## src/sv/psl_pkg.sv

```systemverilog
// Shared types, constants and palette tables of the status LED controller.
package psl_pkg;

    localparam int STATUS_COUNT = 11;
    localparam int IDX_W = 4;
    localparam int DUR_W = 16;
    localparam int TICK_W = 9;
    localparam int PHASE_W = 11;
    localparam int BLINK_COUNT = 4;

    localparam logic [TICK_W-1:0] TICK_PERIOD_RESET = 9'd100;
    localparam logic [IDX_W-1:0] RESET_STATUS = 4'd9;
    localparam logic [IDX_W-1:0] NONE_SHOWN = 4'd15;

    localparam logic [2:0] OP_SET = 3'd0;
    localparam logic [2:0] OP_SET_TIMED = 3'd1;
    localparam logic [2:0] OP_CLEAR = 3'd2;
    localparam logic [2:0] OP_CLEAR_ALL = 3'd3;
    localparam logic [2:0] OP_TICK = 3'd4;

    typedef struct packed {
        logic [2:0]       op;
        logic [IDX_W-1:0] status_index;
        logic [DUR_W-1:0] duration_ms;
    } psl_cmd_t;

    typedef struct packed {
        logic [7:0]       red;
        logic [7:0]       green;
        logic [7:0]       blue;
        logic [IDX_W-1:0] shown_status;
    } psl_led_t;

    typedef struct packed {
        logic              set;
        logic              set_timed;
        logic              clear;
        logic              clear_all;
        logic              tick;
        logic [IDX_W-1:0]  status_index;
        logic [DUR_W-1:0]  duration_ms;
        logic [TICK_W-1:0] tick_period_ms;
    } psl_cell_cmd_t;

    typedef struct packed {
        logic             found;
        logic [IDX_W-1:0] sel;
    } psl_chain_t;

    typedef struct packed {
        logic       en;
        logic [1:0] sel;
    } psl_blink_t;

    typedef enum logic [1:0] {
        PEND_NONE,
        PEND_TICK,
        PEND_CLEAR
    } psl_pend_t;

    function automatic logic [PHASE_W-1:0] blink_period(input logic [1:0] k);
        logic [PHASE_W-1:0] p;
        unique case (k)
            2'd0: p = 11'd300;
            2'd1: p = 11'd500;
            2'd2: p = 11'd1000;
            default: p = 11'd1500;
        endcase
        return p;
    endfunction

    function automatic psl_led_t palette(input logic [IDX_W-1:0] idx);
        psl_led_t c;
        c.shown_status = idx;
        unique case (idx)
            4'd0: {c.red, c.green, c.blue} = {8'd255, 8'd0, 8'd0};
            4'd1: {c.red, c.green, c.blue} = {8'd255, 8'd0, 8'd0};
            4'd2: {c.red, c.green, c.blue} = {8'd0, 8'd255, 8'd0};
            4'd3: {c.red, c.green, c.blue} = {8'd255, 8'd200, 8'd0};
            4'd4: {c.red, c.green, c.blue} = {8'd255, 8'd100, 8'd0};
            4'd5: {c.red, c.green, c.blue} = {8'd0, 8'd150, 8'd255};
            4'd6: {c.red, c.green, c.blue} = {8'd0, 8'd255, 8'd0};
            4'd7: {c.red, c.green, c.blue} = {8'd0, 8'd80, 8'd255};
            4'd8: {c.red, c.green, c.blue} = {8'd120, 8'd0, 8'd200};
            4'd9: {c.red, c.green, c.blue} = {8'd60, 8'd60, 8'd60};
            default: {c.red, c.green, c.blue} = {8'd0, 8'd0, 8'd0};
        endcase
        return c;
    endfunction

    function automatic psl_blink_t blink_of(input logic [IDX_W-1:0] idx);
        psl_blink_t b;
        unique case (idx)
            4'd0: b = '{en: 1'b1, sel: 2'd0};
            4'd3: b = '{en: 1'b1, sel: 2'd1};
            4'd4: b = '{en: 1'b1, sel: 2'd2};
            4'd5: b = '{en: 1'b1, sel: 2'd1};
            4'd7: b = '{en: 1'b1, sel: 2'd3};
            default: b = '{en: 1'b0, sel: 2'd0};
        endcase
        return b;
    endfunction

endpackage

```

## src/sv/psl_cell.sv

```systemverilog
// One status cell: active and timed bits, remaining time, priority chain link.
module psl_cell #(
    parameter logic [psl_pkg::IDX_W-1:0] CELL_INDEX = '0
) (
    input  logic                  clk,
    input  logic                  rst_n,
    input  psl_pkg::psl_cell_cmd_t cmd,
    input  psl_pkg::psl_chain_t   chain_in,
    output psl_pkg::psl_chain_t   chain_out
);

    logic                       active_reg;
    logic                       active_next;
    logic                       timed_reg;
    logic                       timed_next;
    logic [psl_pkg::DUR_W-1:0]  remaining_reg;
    logic [psl_pkg::DUR_W-1:0]  remaining_next;
    logic                       hit;
    logic [psl_pkg::DUR_W-1:0]  tick_ext;
    logic                       expire;

    assign hit      = cmd.status_index == CELL_INDEX;
    assign tick_ext = psl_pkg::DUR_W'(cmd.tick_period_ms);
    assign expire   = remaining_reg <= tick_ext;

    always_comb
    begin
        active_next    = active_reg;
        timed_next     = timed_reg;
        remaining_next = remaining_reg;
        priority if (cmd.clear_all)
        begin
            active_next = 1'b0;
            timed_next  = 1'b0;
        end
        else if (cmd.tick)
        begin
            if (timed_reg)
            begin
                if (expire)
                begin
                    remaining_next = '0;
                    timed_next     = 1'b0;
                    active_next    = 1'b0;
                end
                else
                begin
                    remaining_next = remaining_reg - tick_ext;
                end
            end
        end
        else if (hit && cmd.set)
        begin
            active_next = 1'b1;
            timed_next  = 1'b0;
        end
        else if (hit && cmd.set_timed)
        begin
            active_next    = 1'b1;
            timed_next     = 1'b1;
            remaining_next = cmd.duration_ms;
        end
        else if (hit && cmd.clear)
        begin
            active_next = 1'b0;
            timed_next  = 1'b0;
        end
    end

    always_ff @(posedge clk or negedge rst_n)
    begin
        if (!rst_n)
        begin
            active_reg <= CELL_INDEX == psl_pkg::RESET_STATUS;
            timed_reg  <= 1'b0;
        end
        else
        begin
            active_reg <= active_next;
            timed_reg  <= timed_next;
        end
    end

    always_ff @(posedge clk)
    begin
        remaining_reg <= remaining_next;
    end

    // pass the first active index down the row
    always_comb
    begin
        chain_out.found = chain_in.found | active_reg;
        chain_out.sel   = chain_in.found ? chain_in.sel : CELL_INDEX;
    end

endmodule

```

## src/sv/psl_blink.sv

```systemverilog
// Blink phase counters, one per blink period, and their on/off halves.
module psl_blink (
    input  logic                         clk,
    input  logic                         rst_n,
    input  logic                         tick,
    input  logic [psl_pkg::TICK_W-1:0]   tick_period_ms,
    output logic [psl_pkg::BLINK_COUNT-1:0] blink_on
);

    logic [psl_pkg::PHASE_W-1:0] phase_reg  [psl_pkg::BLINK_COUNT];
    logic [psl_pkg::PHASE_W-1:0] phase_next [psl_pkg::BLINK_COUNT];

    for (genvar k = 0; k < psl_pkg::BLINK_COUNT; k++)
    begin : g_lane
        logic [psl_pkg::PHASE_W:0] period;
        logic [psl_pkg::PHASE_W:0] sum;
        logic [psl_pkg::PHASE_W:0] once;
        logic [psl_pkg::PHASE_W:0] twice;

        assign period = {1'b0, psl_pkg::blink_period(2'(k))};
        assign sum    = {1'b0, phase_reg[k]} + (psl_pkg::PHASE_W + 1)'(tick_period_ms);
        assign once   = (sum >= period) ? sum - period : sum;
        assign twice  = (once >= period) ? once - period : once;

        always_comb
        begin
            phase_next[k] = tick ? twice[psl_pkg::PHASE_W-1:0] : phase_reg[k];
        end

        assign blink_on[k] = {phase_reg[k], 1'b0} < period;

        always_ff @(posedge clk or negedge rst_n)
        begin
            if (!rst_n)
                phase_reg[k] <= '0;
            else
                phase_reg[k] <= phase_next[k];
        end
    end

endmodule

```

## src/sv/priority_status_led_controller.sv

```systemverilog
// Top level of the prioritized status LED controller.
// Set, timed set and clear commands do not stall the input. A tick or a
// clear-all beat updates the cells as it is accepted; then, in the pending
// state, the priority chain through the cells resolves the shown status for
// a tick (a clear-all shows the off status), and the result loads the
// output register; the input is stalled in the pending state, and longer
// while the output register holds an untaken beat. A tick that keeps a
// steady status unchanged gives no output beat. Timed statuses count down in tick_period_ms steps per tick.
module priority_status_led_controller #(
    parameter int STATUS_COUNT = psl_pkg::STATUS_COUNT
) (
    input  logic                       clk,
    input  logic                       rst_n,
    input  logic                       cmd_valid,
    output logic                       cmd_stall,
    input  psl_pkg::psl_cmd_t          cmd,
    output logic                       led_valid,
    input  logic                       led_stall,
    output psl_pkg::psl_led_t          led,
    input  logic                       cfg_we,
    input  logic [psl_pkg::TICK_W-1:0] cfg_data
);

    localparam logic [psl_pkg::IDX_W-1:0] OFF_STATUS = psl_pkg::IDX_W'(STATUS_COUNT - 1);

    logic [psl_pkg::TICK_W-1:0]   tick_period_reg;
    psl_pkg::psl_pend_t           pend_reg;
    psl_pkg::psl_pend_t           pend_next;
    logic [psl_pkg::IDX_W-1:0]    last_shown_reg;
    logic [psl_pkg::IDX_W-1:0]    last_shown_next;
    logic                         led_valid_reg;
    logic                         led_valid_next;
    psl_pkg::psl_led_t            led_reg;
    psl_pkg::psl_led_t            led_next;

    logic                         accept;
    logic                         slot_free;
    logic                         emit;
    psl_pkg::psl_led_t            emit_data;
    psl_pkg::psl_cell_cmd_t       cell_cmd;
    psl_pkg::psl_chain_t          chain [STATUS_COUNT+1];
    logic [psl_pkg::IDX_W-1:0]    shown;
    psl_pkg::psl_blink_t          blink;
    logic [psl_pkg::BLINK_COUNT-1:0] blink_on;

    assign cmd_stall = pend_reg != psl_pkg::PEND_NONE;
    assign accept    = cmd_valid && !cmd_stall;
    assign slot_free = !led_valid_reg || !led_stall;

    always_comb
    begin
        cell_cmd.set            = accept && cmd.op == psl_pkg::OP_SET;
        cell_cmd.set_timed      = accept && cmd.op == psl_pkg::OP_SET_TIMED;
        cell_cmd.clear          = accept && cmd.op == psl_pkg::OP_CLEAR;
        cell_cmd.clear_all      = accept && cmd.op == psl_pkg::OP_CLEAR_ALL;
        cell_cmd.tick           = accept && cmd.op == psl_pkg::OP_TICK;
        cell_cmd.status_index   = cmd.status_index;
        cell_cmd.duration_ms    = cmd.duration_ms;
        cell_cmd.tick_period_ms = tick_period_reg;
    end

    assign chain[0] = '{found: 1'b0, sel: OFF_STATUS};

    for (genvar i = 0; i < STATUS_COUNT; i++)
    begin : g_cell
        psl_cell #(
            .CELL_INDEX(psl_pkg::IDX_W'(i))
        ) u_cell (
            .clk      (clk),
            .rst_n    (rst_n),
            .cmd      (cell_cmd),
            .chain_in (chain[i]),
            .chain_out(chain[i+1])
        );
    end

    assign shown = chain[STATUS_COUNT].sel;
    assign blink = psl_pkg::blink_of(shown);

    psl_blink u_blink (
        .clk           (clk),
        .rst_n         (rst_n),
        .tick          (cell_cmd.tick),
        .tick_period_ms(tick_period_reg),
        .blink_on      (blink_on)
    );

    // next state
    always_comb
    begin
        pend_next = pend_reg;
        unique case (pend_reg)
            psl_pkg::PEND_NONE:
            begin
                if (cell_cmd.tick)
                    pend_next = psl_pkg::PEND_TICK;
                else if (cell_cmd.clear_all)
                    pend_next = psl_pkg::PEND_CLEAR;
            end
            psl_pkg::PEND_TICK,
            psl_pkg::PEND_CLEAR:
            begin
                if (slot_free)
                    pend_next = psl_pkg::PEND_NONE;
            end
            default: pend_next = psl_pkg::PEND_NONE;
        endcase
    end

    // outputs
    always_comb
    begin
        emit      = 1'b0;
        emit_data = psl_pkg::palette(shown);
        unique case (pend_reg)
            psl_pkg::PEND_TICK:
            begin
                emit = slot_free && (blink.en || shown != last_shown_reg);
                if (blink.en && !blink_on[blink.sel])
                    emit_data = '{red: 8'd0, green: 8'd0, blue: 8'd0, shown_status: shown};
            end
            psl_pkg::PEND_CLEAR:
            begin
                emit      = slot_free;
                emit_data = '{red: 8'd0, green: 8'd0, blue: 8'd0, shown_status: OFF_STATUS};
            end
            default: emit = 1'b0;
        endcase
    end

    always_comb
    begin
        last_shown_next = emit ? emit_data.shown_status : last_shown_reg;
        led_next        = emit ? emit_data : led_reg;
        if (emit)
            led_valid_next = 1'b1;
        else if (!led_stall)
            led_valid_next = 1'b0;
        else
            led_valid_next = led_valid_reg;
    end

    always_ff @(posedge clk or negedge rst_n)
    begin
        if (!rst_n)
        begin
            tick_period_reg <= psl_pkg::TICK_PERIOD_RESET;
            pend_reg        <= psl_pkg::PEND_NONE;
            last_shown_reg  <= psl_pkg::NONE_SHOWN;
            led_valid_reg   <= 1'b0;
        end
        else
        begin
            if (cfg_we)
                tick_period_reg <= cfg_data;
            pend_reg       <= pend_next;
            last_shown_reg <= last_shown_next;
            led_valid_reg  <= led_valid_next;
        end
    end

    always_ff @(posedge clk)
    begin
        led_reg <= led_next;
    end

    assign led_valid = led_valid_reg;
    assign led       = led_reg;

endmodule
```

## config.mk

```make
export PLATFORM = sky130hd
export DESIGN_NAME = priority_status_led_controller
export DESIGN_NICKNAME = d
export VERILOG_FILES = /design/src/sv/psl_pkg.sv /design/src/sv/psl_cell.sv /design/src/sv/psl_blink.sv /design/src/sv/priority_status_led_controller.sv
export SDC_FILE = /design/constraint.sdc
export NUM_CORES = 1
export LEC_CHECK = 0
export BUFFER_PORTS_ARGS = -buffer_cell sky130_fd_sc_hd__buf_2
export CAP_MARGIN = 30
export CORE_MARGIN = 5
export CORE_UTILIZATION = 50
export CTS_CLUSTER_DIAMETER = 150
export DETAILED_ROUTE_END_ITERATION = 7
export PLACE_DENSITY = 0.76
export SYNTH_ARGS = -nofsm -noshare
export SYNTH_HDL_FRONTEND = slang
export SYNTH_SLANG_ARGS = --single-unit
```

## constraint.sdc

```tcl
create_clock -name clk -period 12.2 [get_ports clk]
set_clock_uncertainty 0.1 [all_clocks]
set_input_delay 2.44 -clock clk [delete_from_list [all_inputs] [get_ports clk]]
set_output_delay 2.44 -clock clk [all_outputs]
set_load 0.02 [all_outputs]
```

== After elaboration in Yosys (flattened, before gate mapping) ==
Memories as Yosys holds them, arrays and structs flattened.
Cells that the tools add are included.

* Add/sub/neg operators: 22
* $lt $le $gt $ge: 23
* Equality and inequality tests: 63
* Mux-type cells: 200
* Bitwise logic cells: 10
* Reductions and logical operators: 92

{| class="wikitable"
|+ Operators with widths
! kind !! number
|-
| $mux W16 || 50
|-
| $le A16 B9 Y1 || 10
|-
| $sub A16 B9 Y16 || 10
|-
| $mux W1 || 124
|-
| $ne A3 B3 Y1 const B || 20
|-
| $pmux W28 S2 || 1
|-
| $reduce_bool A5 Y1 || 10
|-
| $add A11 B9 Y12 || 4
|-
| $ge A12 B9 Y1 const B || 4
|-
| $mux W12 || 4
|-
| $mux W11 || 4
|-
| $reduce_and A4 Y1 || 10
|-
| $logic_and A1 B1 Y1 || 38
|-
| $reduce_and A3 Y1 || 10
|-
| $eq A4 B3 Y1 const B || 7
|-
| $mux W28 || 1
|-
| $ge A12 B10 Y1 const B || 2
|-
| $ge A12 B11 Y1 const B || 2
|-
| $lt A12 B9 Y1 const B || 2
|-
| $sub A12 B9 Y12 const B || 2
|-
| $ne A2 B1 Y1 const B || 11
|-
| $ne A2 B2 Y1 const B || 11
|-
| $reduce_bool A2 Y1 || 11
|-
| $sub A11 B9 Y11 const B || 2
|-
| 33 further kinds || 60
|}

* Flip-flop bits (word level): 268
* Bits in read-only memories: 384
* Bits of input ports: 37
* Output and inout bits: 30
* Memories kept: 1

{| class="wikitable"
|+ Memories
! memory !! depth !! bits a word !! read ports !! clocked after memory_dff !! write ports !! line !! RTL
|-
| (no name shown) || 16 || 24 || 1 || 0 || 0 || psl_pkg.sv:75 || <nowiki>unique case (idx)</nowiki>
|}

== Depth between registers and ports, before layout ==
* Depth in word-level cells: 19
* Mapped depth: 19
* Gate-level depth less buffers: 18

== By module ==
Synthesis repeated with hierarchy kept, for this count alone.

* Cell total of the unflattened synthesis: 2760
* Area total of the unflattened synthesis: 25321.8 um^2

{| class="wikitable"
|+ Modules (own cells, without submodules)
! module !! instances !! cells each !! area an instance (um^2)
|-
| psl_blink || 1 || 795 || 6431.2
|-
| psl_cell (g_cell[1].u_cell ...) || 2 || 177 || 1651.6
|-
| psl_cell (g_cell[5].u_cell ...) || 2 || 148 || 1461.4
|-
| priority_status_led_controller || 1 || 173 || 1919.3
|-
| psl_cell (g_cell[0].u_cell) || 1 || 177 || 1649.1
|-
| psl_cell (g_cell[10].u_cell) || 1 || 177 || 1621.6
|-
| psl_cell (g_cell[3].u_cell) || 1 || 179 || 1621.6
|-
| psl_cell (g_cell[7].u_cell) || 1 || 149 || 1470.2
|-
| psl_cell (g_cell[9].u_cell) || 1 || 156 || 1462.7
|-
| psl_cell (g_cell[4].u_cell) || 1 || 148 || 1460.2
|-
| psl_cell (g_cell[8].u_cell) || 1 || 156 || 1460.2
|}

== Worst setup path before layout ==
OpenSTA, ideal clock, no wires.

* Kind: input -> register
* Start point: input port cmd[21] (netlist name)
* End point: register g_cell[6].u_cell.remaining_reg[0] (netlist name), enable pin
* Library setup time: 0.411 ns
* Arrival: 4.812 ns
* Data required time: 11.689 ns
* Setup slack: 6.877 ns
* Stages on the path: 5
* Path through: or4_2 clkbuf_8 clkbuf_1 clkbuf_8 o21ai_0

* Longest elaborated chain between the ends: 5
* Elaborated cells on any way between the ends: 15

{| class="wikitable"
|+ RTL lines
! what !! line !! RTL
|-
| from (decl) || priority_status_led_controller.sv:16 || <nowiki>input psl_pkg::psl_cmd_t cmd,</nowiki>
|-
| $logic_not A3 Y1 or $eq A3 B1 Y1 (tied branches) || priority_status_led_controller.sv:52, priority_status_led_controller.sv:53 ||
|-
| $logic_and A1 B1 Y1 (on tied branches) || priority_status_led_controller.sv:52, priority_status_led_controller.sv:53 ||
|-
| $logic_and A1 B1 Y1 (on tied branches) || psl_cell.sv:52, psl_cell.sv:57 ||
|-
| $ne A2 B1 Y1 (no source line) or $reduce_bool A2 Y1 (tied branches) || -- ||
|-
| $reduce_and A4 Y1 (no source line) * || -- ||
|-
| to (signal assigned) || psl_cell.sv:86 || <nowiki>remaining_reg <= remaining_next;</nowiki>
|-
| to (decl) || psl_cell.sv:16 || <nowiki>logic [psl_pkg::DUR_W-1:0] remaining_reg;</nowiki>
|}

Every way passes the cells marked *; elsewhere a longest branch is shown, timed or not.
A chain may end at the register's enable or synchronous reset.

== Worst setup path after layout ==
* Start point: register tick_period_reg[0] (netlist name)
* End point: register u_blink.phase_reg[7] (netlist name)

* Longest elaborated chain between the ends: 5
* Elaborated cells on any way between the ends: 7

{| class="wikitable"
|+ RTL lines
! what !! line !! RTL
|-
| from (decl) || priority_status_led_controller.sv:26 || <nowiki>logic [psl_pkg::TICK_W-1:0] tick_period_reg;</nowiki>
|-
| from (signal assigned) || priority_status_led_controller.sv:147 || <nowiki>tick_period_reg <= psl_pkg::TICK_PERIOD_RESET;</nowiki>
|-
| from (signal assigned) || priority_status_led_controller.sv:155 || <nowiki>tick_period_reg <= cfg_data;</nowiki>
|-
| $add A11 B9 Y12 * || psl_blink.sv:21 || <nowiki>assign sum = {1'b0, phase_reg[k]} + (psl_pkg::PHASE_W + 1)'(tick_period_ms);</nowiki>
|-
| $sub A12 B11 Y12 or $ge A12 B11 Y1 (tied branches) || psl_blink.sv:22 || <nowiki>assign once = (sum >= period) ? sum - period : sum;</nowiki>
|-
| $mux W12 * || psl_blink.sv:22 ||
|-
| $sub A11 B11 Y11 or $ge A12 B11 Y1 (tied branches) || psl_blink.sv:23 || <nowiki>assign twice = (once >= period) ? once - period : once;</nowiki>
|-
| $mux W11 * || psl_blink.sv:23 ||
|-
| to (signal, indexed assignment) || psl_blink.sv:37 || <nowiki>phase_reg[k] <= phase_next[k];</nowiki>
|-
| to (decl) || psl_blink.sv:10 || <nowiki>logic [psl_pkg::PHASE_W-1:0] phase_reg [psl_pkg::BLINK_COUNT];</nowiki>
|}

Marks and branches as above.

==> metrics.txt <==
Placeable Area=about 0.041 mm²; Post-synth EDFFs=between 150 and 200; Synth Net Count=2,458; Pwr Total=5.047 mW; CTS tree=done; die area=between 0.04 and 0.05 mm²; Hold Buf Count CTS=0; initial core utilization=slightly above 50%; Critical Path RT=~13,000 ps; post-synth top area share=26.52%; Layout Nets=between 2,000 and 3,000; Yosys cell types=approximately 100; row count=74; DP Cell Count=2,810; Worst R2R Start=tick_period_reg[0]; crit path time final=between 5000 and 6000 ps; RSZ-0062 raised after global routing=false; Final GP Congestion=~0.96; clk buf depth=3; prevailing post-synth register cell=edfxtp_1; CP startpoint=tick_period_reg[0]; outcome=completed; Slew Limit Fails=0; Die W=roughly 210 µm; # clock sinks=between 200 and 300; Slew @ Worst Pin=roughly 1000 ps; 1st-pass router iterations=5; Synth-to-Final Area Change=9.130%; CTS resizes=0; Mapped Area=about 0.020 mm²; final hold viol count=0; CTS root buf=clkbuf_16; # H-tree levels=1; hold path start=u_blink.phase_reg[33]; initial antenna violation count=0; die height=about 210 µm; via/cell ratio=~6.5; share of layout cells above drive strength 1=approximately 9.2%; Hold WC Path Type=flop to flop; max reg flops=between 150 and 200; largest net degree at the start of global routing=66; Post-synth ARST share=30.77%; Final setup viols=0; Max VDD drop=about 0.13 mV; max cap viols=0; grt ovf=0; Sequential Area=0.007417 mm²; I/O pin count=67; Leak Pwr=a little under 9 nW; Fillers=~3,500; Post-DP HPWL=~40,000 µm; number of synthesized register bits=260; Via Count=roughly 19,000; final core occ=54.84%; wirelength, routed=just under 60,000 µm; buffers added on ports=66; Finished Layout Cells=2,867; leading area contributor after synthesis=edfxtp_1; number of routed nets with antenna violations=0; pre-CTS setup slack=between 6000 and 7000 ps; Worst Slack Setup Final=just under 7000 ps; total CTS buffers=30; Ys Warns=0; synth top area cells=edfxtp_1 27%, ha_1 8.9%, dfrtp_1 8.8%, o21ai_0 5.9%, nand2_1 4.5%; critical path endpoint category=flop; cell count after synthesis=between 2,000 and 2,500; Achievable Freq=approximately 0.19 GHz; most common cell after layout, fill and taps aside=nand2_1; footprint of the multi-input gates=approximately 0.012 mm²; # DRC=0; 1st-iter DRT viols=roughly 1,800; Seq/Total Area, Yosys=between 30% and 40%; critical path peak fanout=15; Clock Latency Late Sink=between 500 and 600 ps; most frequent cells in the layout=247 x nand2_1, 238 x o21ai_0, 180 x edfxtp_1; post-DR wirelength/cell=a little over 20 µm; setup bufs post-CTS=0; All-Layer GR Usage=between 20 and 30%; crit path kind=flop to flop; crit share post-route=a little over two fifths; first-pass GRT wire length=roughly 93,000 µm; Synth Area per Inst=about 9.0 µm²; Crit path arrival time=5590 ps; power per cell area=226.9 mW/mm²; startpoint types=flop; vias in the first global route=about 17,000; TNS Setup=0 ps; Slew Limit Headroom=a little under a third; antenna cells=0; Reg clk slew, reported paths=roughly 60 ps
==> cells in the mapped netlist (14+ instances only) <==
cell / n
nand2_1: 247
o21ai_0: 240
edfxtp_1: 180
nor2_1: 166
ha_1: 145
inv_1: 126
a21oi_1: 113
xnor2_1: 90
dfrtp_1: 72
nor3_1: 58
nand3_1: 54
clkbuf_1: 46
o211ai_1: 45
or4_1: 43
o31ai_1: 39
or3_1: 38
a21o_1: 36
o21a_1: 33
xor2_1: 30
a21boi_0: 25
nand4_1: 25
a211oi_1: 22
nor2b_1: 22
nor4_1: 21
and3_1: 20
nand2b_1: 20
a31oi_1: 18
and2_1: 15
fa_1: 14
==> power by group <==
group          switching (mW)  internal (mW)
Sequential              0.121           1.09
Combinational            1.80           1.08
Clock                   0.391          0.560
Total                    2.32           2.73
==> layer usage <==
metal  up-vias  share of wire [%]  track usage (%)  wire length (µm)
li1       8642                  -                -                 -
met1      8933                 41            34.55             24370
met2       849                 47            42.10             27580
met3       156                7.8            3.068              4593
met4         0                4.2            8.841              2452
met5         -                  0                0                 0
==> critical path, cell delays in order, from the launching register on <==
cell	delay, ps
dfrtp_1	320
buf_4	300
ha_1	250
inv_1	70
fa_1	410
xnor2_1	340
ha_1	240
inv_1	70
a211oi_1	370
o2111a_1	300
a21o_1	240
nand2_1	120
xnor2_1	250
ha_1	220
o21ai_0	100
a311o_1	320
a311oi_2	380
a2bb2oi_2	190
and3_1	210
or3_1	330
==> path summary, 6_finish.rpt <==
| path | end | cells past startpoint | slack (ps) |
|---|---|---|---|
| worst max-delay path | u_blink.phase_reg[7] | 19 | 6960 |
| worst min-delay path | u_blink.phase_reg[33] | 2 | 390 |
| worst max register to register | u_blink.phase_reg[7] | 19 | 6960 |
| worst min register to register | u_blink.phase_reg[33] | 2 | 390 |
| max in group asynchronous | g_cell[7].u_cell.timed_reg | 2 | 9150 |
| min in group asynchronous | u_blink.phase_reg[43] | 1 | 1640 |
==> cells by family (layout without fill, tap and decap cells) <==
logic type | Yosys count | count (layout) | share of synthesized area [%]
XOR/XNOR | 124 | 124 | 5.513
AO/OA/AOI/OAI | 726 | 726 | 23.91
AND/OR/NAND/NOR | 781 | 781 | 18.96
adder cells (fa/ha/maj) | 159 | 159 | 10.28
multiplexers | 21 | 21 | 1.105
buffers and inverters | 191 | 264 | 3.843
flip-flops | 260 | 260 | 36.39
==> per-stage QoR <==
step | hold slack [ps] | area [µm²]
global placement | 362.7 | 21190
CTS | 385.5 | 22230
detailed placement | 370.2 | 21190
finish | 390.1 | 22240
floorplan | 348.9 | 20380
global route | 419.8 | 22240
==> cell type report <==
class | instances | share of cell area, %
Clock inverter | 21 | 1.024
Timing Repair Buffer | 82 | 2.037
Clock buffer | 35 | 3.646
Inverter | 126 | 2.127
Sequential cell | 260 | 33.35
Tap cell | 532 | 2.993
Multi-Input combinational cell | 1811 | 54.82
Note: power is estimated with default switching activity, not from simulation.
